<file path="config.mk">
export PLATFORM = sky130hd
export DESIGN_NAME = double_ended_queue
export DESIGN_NICKNAME = d
export VERILOG_FILES = /design/src/hw/rtl/dq_pkg.sv /design/src/hw/rtl/double_ended_queue.sv
export SDC_FILE = /design/constraint.sdc
export NUM_CORES = 1
export LEC_CHECK = 0
export BUFFER_PORTS_ARGS = -buffer_cell sky130_fd_sc_hd__buf_2
export CORE_AREA = 2 2 133 161
export DETAILED_ROUTE_END_ITERATION = 6
export DIE_AREA = 0 0 135 163
export PLACE_DENSITY = 0.71
export SLEW_MARGIN = 15
export SYNTH_ARGS = -nofsm -noshare
export SYNTH_HDL_FRONTEND = slang
export SYNTH_SLANG_ARGS = --single-unit
</file>
<file path="constraint.sdc">
create_clock -name clk -period 7.9 [get_ports clk]
set_clock_uncertainty 0.1 [all_clocks]
set_input_delay 1.58 -clock clk [delete_from_list [all_inputs] [get_ports clk]]
set_output_delay 1.58 -clock clk [all_outputs]
set_load 0.03 [all_outputs]
</file>
<file path="src/hw/rtl/dq_pkg.sv">
// Package for the double-ended byte queue.
// Holds the request and response structs and the opcode and status codes.
// Depends on nothing; used by double_ended_queue.
`timescale 1ns / 1ps
`default_nettype none

package dq_pkg;

  // Opcodes of a request
  localparam logic [2:0] OP_PUSH_FRONT = 3'd0;
  localparam logic [2:0] OP_PUSH_REAR  = 3'd1;
  localparam logic [2:0] OP_POP_FRONT  = 3'd2;
  localparam logic [2:0] OP_POP_REAR   = 3'd3;
  localparam logic [2:0] OP_PEEK_FRONT = 3'd4;
  localparam logic [2:0] OP_PEEK_REAR  = 3'd5;

  // Status codes of a response
  localparam logic [1:0] ST_OK    = 2'd0;
  localparam logic [1:0] ST_EMPTY = 2'd1;
  localparam logic [1:0] ST_FULL  = 2'd2;

  typedef struct packed {
    logic [2:0] opcode;
    logic [7:0] push_byte;
  } dq_req_t;

  typedef struct packed {
    logic [7:0] out_byte;
    logic [1:0] status;
    logic [4:0] occupancy;
  } dq_rsp_t;

endpackage

`default_nettype wire

</file>
<file path="src/hw/rtl/double_ended_queue.sv">
// Top level of the double-ended byte queue: ring memory, head pointer, count.
// Depends on dq_pkg (request/response structs, opcode and status codes).
//
//  channel   | ports                | handshake
//  ----------+----------------------+-------------------------------------
//  request   | start, busy, req     | taken at a clock edge with start & !busy
//  response  | done, rsp            | one cycle, marked by done, no stall
//
// Every request is answered in the cycle after it is taken, with done high for
// a single cycle. A request can be taken every cycle; busy stays low since
// the head and count update at the accept edge and the single-ported ring
// memory (one write or one read per request) never conflicts.
// Reset (rst, synchronous) empties the queue at once; memory contents are
// left as they are. The receiver cannot stall responses.
`timescale 1ns / 1ps
`default_nettype none

module double_ended_queue
  import dq_pkg::*;
#(
  parameter int CAPACITY = 16
) (
  input  wire logic    clk,
  input  wire logic    rst,
  input  wire logic    start,
  output logic         busy,
  input  wire dq_req_t req,
  output logic         done,
  output dq_rsp_t      rsp
);

  localparam int IDX_W = (CAPACITY > 1) ? $clog2(CAPACITY) : 1;
  localparam int CNT_W = $clog2(CAPACITY + 1);
  localparam int SUM_W = CNT_W + 1;
  localparam logic [IDX_W-1:0] IDX_LAST = IDX_W'(CAPACITY - 1);
  localparam logic [CNT_W-1:0] CNT_CAP  = CNT_W'(CAPACITY);
  localparam logic [SUM_W-1:0] SUM_CAP  = SUM_W'(CAPACITY);
  localparam logic [4:0]       OCC_CAP  = 5'(CAPACITY);

  // Queue state
  logic [7:0]       mem [CAPACITY];
  logic [IDX_W-1:0] head, head_next;
  logic [CNT_W-1:0] count, count_next;

  // Response stage
  logic [7:0]       rd_data;
  logic             use_rd;
  logic [1:0]       status;
  logic [CNT_W-1:0] occ;
  logic [CNT_W+4:0] occ_ext;

  // Per-request decode
  logic             accept;
  logic             empty, full;
  logic [IDX_W-1:0] head_dec, head_inc, tail, rear;
  logic [SUM_W-1:0] tail_sum;
  logic             mem_we, mem_re;
  logic [IDX_W-1:0] wr_addr, rd_addr;
  logic [1:0]       status_next;

  assign busy   = 1'b0;
  assign accept = start & ~busy;
  assign empty  = (count == '0);
  assign full   = (count == CNT_CAP);

  // Ring pointer arithmetic; tail is one past the rear entry
  assign head_dec = (head == '0) ? IDX_LAST : head - IDX_W'(1);
  assign head_inc = (head == IDX_LAST) ? '0 : head + IDX_W'(1);
  assign tail_sum = SUM_W'(head) + SUM_W'(count);
  assign tail     = (tail_sum >= SUM_CAP) ? IDX_W'(tail_sum - SUM_CAP)
                                          : IDX_W'(tail_sum);
  assign rear     = (tail == '0) ? IDX_LAST : tail - IDX_W'(1);

  // Operation decode: memory access, pointer/count update, status
  always_comb begin
    head_next   = head;
    count_next  = count;
    mem_we      = 1'b0;
    mem_re      = 1'b0;
    wr_addr     = tail;
    rd_addr     = head;
    status_next = ST_OK;
    unique case (req.opcode)
      OP_PUSH_FRONT: begin
        if (full) begin
          status_next = ST_FULL;
        end else begin
          mem_we     = 1'b1;
          wr_addr    = head_dec;
          head_next  = head_dec;
          count_next = count + CNT_W'(1);
        end
      end
      OP_PUSH_REAR: begin
        if (full) begin
          status_next = ST_FULL;
        end else begin
          mem_we     = 1'b1;
          wr_addr    = tail;
          count_next = count + CNT_W'(1);
        end
      end
      OP_POP_FRONT, OP_PEEK_FRONT: begin
        if (empty) begin
          status_next = ST_EMPTY;
        end else begin
          mem_re  = 1'b1;
          rd_addr = head;
          if (req.opcode == OP_POP_FRONT) begin
            head_next  = head_inc;
            count_next = count - CNT_W'(1);
          end
        end
      end
      OP_POP_REAR, OP_PEEK_REAR: begin
        if (empty) begin
          status_next = ST_EMPTY;
        end else begin
          mem_re  = 1'b1;
          rd_addr = rear;
          if (req.opcode == OP_POP_REAR) begin
            count_next = count - CNT_W'(1);
          end
        end
      end
      default: begin
        // unused opcodes do nothing
      end
    endcase
  end

  // Ring memory, one access per request, registered read
  always_ff @(posedge clk) begin
    if (accept && mem_we) begin
      mem[wr_addr] <= req.push_byte;
    end
    if (accept && mem_re) begin
      rd_data <= mem[rd_addr];
    end
  end

  // Pointer, count and response strobe
  always_ff @(posedge clk) begin
    if (rst) begin
      head  <= '0;
      count <= '0;
      done  <= 1'b0;
    end else begin
      done <= accept;
      if (accept) begin
        head  <= head_next;
        count <= count_next;
      end
    end
  end

  // Response payload
  always_ff @(posedge clk) begin
    if (accept) begin
      use_rd <= mem_re;
      status <= status_next;
      occ    <= count_next;
    end
  end

  assign occ_ext       = {5'b0, occ};
  assign rsp.out_byte  = use_rd ? rd_data : 8'd0;
  assign rsp.status    = status;
  assign rsp.occupancy = occ_ext[4:0];

  // Checks
  a_done_follows_accept: assert property (@(posedge clk) disable iff (rst)
    done |-> $past(accept))
    else $error("response without a request");

  a_count_bounded: assert property (@(posedge clk) disable iff (rst)
    count <= CNT_CAP)
    else $error("count beyond capacity");

  a_empty_rsp: assert property (@(posedge clk) disable iff (rst)
    (done && rsp.status == ST_EMPTY) |-> (rsp.occupancy == 5'd0 && rsp.out_byte == 8'd0))
    else $error("empty response carries data or occupancy");

  a_full_rsp: assert property (@(posedge clk) disable iff (rst)
    (done && rsp.status == ST_FULL) |-> (rsp.occupancy == OCC_CAP && rsp.out_byte == 8'd0))
    else $error("full response with wrong occupancy");

endmodule

`default_nettype wire
</file>
==> results by group <==
Status
  – Status: finished clean

Finish
  – ANT cells: 0
  – Area grow syn2layout: 10.4%
  – # nets final: 868
  – Seq. cell area: about 0.0045 sq mm
  – Multi-input logic area: 0.00420 sq mm
  – # fillers: between 1500 and 2000
  – Share of cells above drive strength 1: 10.2%

Synthesis
  – Largest family of logic cells by synthesized area: simple AND/OR/NAND/NOR gates
  – Syn. warnings: 0
  – Top cells by area, synth: edfxtp_1 48%, mux2i_1 7.2%, nand2b_1 7.0%
  – Post-synthesis adder-cell area fraction: roughly 1.5%
  – Avg Cell Area, Syn: 10.4 sq um
  – Post-Synthesis Cells: 872
  – Synth Area in Simple Gates: between 10% and 20%
  – Most frequent cell after synthesis: edfxtp_1
  – Yosys reg bits: 154
  – Mapped Area: 0.00909 sq mm
  – Compound-cell area share of the yosys netlist: 17.4%
  – Post-synth top area share: between 40% and 50%
  – Synth Area in XOR/XNOR: less than 1%
  – Post-synth EDFFs: 144
  – Register area share after synthesis: 49.8%
  – Post-synth top area cell: edfxtp_1
  – Syn_nets: 896
  – Post-synth top flop: edfxtp_1
  – Async set or reset register ratio after synthesis: 0%
  – Mux share of post-synthesis cell area: under 10%
  – Synth unique cells: 57
  – Synth cell count leaders: 144 x edfxtp_1, 136 x nand2_1, 102 x nand2b_1

Timing
  – Final Max Tran Viols: 0
  – Post-route setup TNS: 0 ns
  – Fin crit share: 55.0%
  – Final Hold Viols: 0
  – WHS: 0.526 ns
  – Finish-stage setup viols: 0
  – Relative slew slack: 24.3%
  – Max Freq: roughly 230 MHz
  – Post-layout min period: 4.35 ns
  – Worst slew pin tran: 1.14 ns
  – RSZ-0062 raised after global routing: no

Routing
  – Initial DRC Count: between 800 and 900
  – Routed Wire Length: between 20000 and 25000 um
  – Antenna Nets Post-Route: 0
  – Avg WL per Cell: 21.5 um
  – DRC: 0
  – Vias: slightly above 7000
  – Vias/cell: ~6.3
  – Drt first pass iters: 5

Clock tree
  – Deepest clock path buffer count: 2
  – Clock H-tree levels: 4
  – CTS tree: built
  – Post-CTS Setup Bufs: 0
  – Worst-Skew Late Latency: ~0.43 ns
  – Sinks on Clock Net: 154
  – Clk slew on worst S/H paths: 0.06 ns
  – Hold_buf cts: 0
  – Root Buffer: clkbuf_16
  – CTS buffer count: 17
  – Cts repair resizes: 0

Floorplan
  – Total number of placement rows: 58
  – Die area: 0.0220 sq mm
  – CORE AREA: 0.0206 sq mm
  – Die Height: between 150 and 200 um
  – Starting Density: 44.1%
  – Top-Level Pins: 31
  – Die Width: 135 um

Worst setup path
  – WS Path Type: register to register
  – Critical Path Start Type: register
  – Crit Reg-Reg Startpoint: head[1]
  – R2r worst-path depth: 9
  – CP max FO: 43
  – Capture point of the worst reg-to-reg path: mem[3][7]
  – CP Data Arrival Time: 4.39 ns
  – Worst Path Required: 7.94 ns
  – R2r setup slk: 3.55 ns
  – Crit end category: register
  – Critical Path Source: head[1]

Global routing
  – Largest net degree at the start of global routing: 129
  – Vias in the first global route: around 6700
  – Congestion Overflow GR: 0
  – First-pass GRT wire length: 37800 um
  – Initial antenna violation count: 0
  – Global Route Usage Sum: 22.1%

Placed design
  – I/O Buffers: 29
  – Gpl congestion: 0.886
  – DP HPWL: roughly 14000 um

Job
  – Max cap viols: 0

Power and ir drop
  – Peak VDD IR: 117 uV
  – Static Leak: between 3 and 4 nW
  – Pwr Density: 234 mW/mm^2

Min path
  – Hold endpoint: head[0]
  – Hold Path Stages: 2
  – Hold_sp: head[0]
  – Hold Crit Class: register to register
==> metrics by stage <==
stage / instance area [sq um] / utilization [%] / std cells / total power [mW] / worst slack [ns]
3_3_place_gp: 9320 / 45.2 / 1095 / 1.37 / 3.30
2_1_floorplan: 9090 / - / 872 / 1.26 / 3.93
3_5_place_dp: 9320 / 45.2 / 1095 / 1.38 / 3.21
4_1_cts: 10000 / 48.6 / 1126 / 2.34 / 3.56
5_1_grt: 10000 / 48.7 / 1126 / 2.42 / 3.47
6_report: 10000 / 48.7 / 1126 / 2.34 / 3.55
==> worst max-delay path: stages, from the launching register on <==
cell      delay [ns]
dfxtp_2         0.31
buf_4           0.37
clkinv_1        0.66
buf_4           0.45
ha_1            0.35
mux2i_1         0.26
nand3_1         0.15
nand2b_1        0.31
nor3_1          0.77
buf_4           0.29
==> power by group <==
group / internal [mW] / leakage, nW / switching, mW
clock: 0.655 / 0.335 / 0.323
sequential: 0.910 / 1.39 / 0.00984
combinational: 0.150 / 1.55 / 0.295
==> sequential cells by signal (all words and copies together), names as in the netlist <==
register  cells
count         5
done          1
head          4
mem         128
occ           5
rd_data       8
status        2
use_rd        1
==> logic make-up (layout without fill, tap and decap cells) <==
group	Yosys count	count (layout)
AO/OA/AOI/OAI	194	194
XOR/XNOR	10	10
adder cells (fa/ha/maj)	10	10
buffers and inverters	96	80
flip-flops	154	154
multiplexers	68	68
other	1	1
AND/OR/NAND/NOR	339	339
==> per-layer routing <==
metal	wire [um]	vias up	track usage, %
met5	0	-	0
li1	-	3243	-
met4	580	0	8.14
met1	9800	3444	29.1
met2	12100	359	37.1
met3	1700	44	3.42
==> cells in the final DEF (no fill, tap or decap), drive strengths merged, types with 32 or more instances in the layout <==
| cell | count |
|---|---|
| nand2 | 136 |
| edfxtp | 144 |
| a311oi | 33 |
| a2111oi | 65 |
| a31oi | 33 |
| nand2b | 102 |
| mux2i | 66 |
| buf | 42 |
| a32oi | 32 |
| nor2 | 62 |
==> layout make-up <==
cell class,instances,area share [%]
multi-input combinational,622,41.8
clock buffer,19,4.32
timing repair buffer,42,2.42
clock inverter,12,2.68
tap,270,3.37
inverter,7,0.262
sequential,154,45.1
==> how the worst max path moves through the flow <==
stage	end	slack [ns]	cells after the start
6_report	mem[3][7]	3.55	9
4_1_cts	mem[2][3]	3.56	9
3_5_place_dp	rd_data[4]	3.21	9
2_1_floorplan	mem[2][0]	3.93	8
3_3_place_gp	rd_data[4]	3.30	9
5_1_grt	mem[9][4]	3.47	7
No activity file was read; power rests on OpenSTA's default activity.
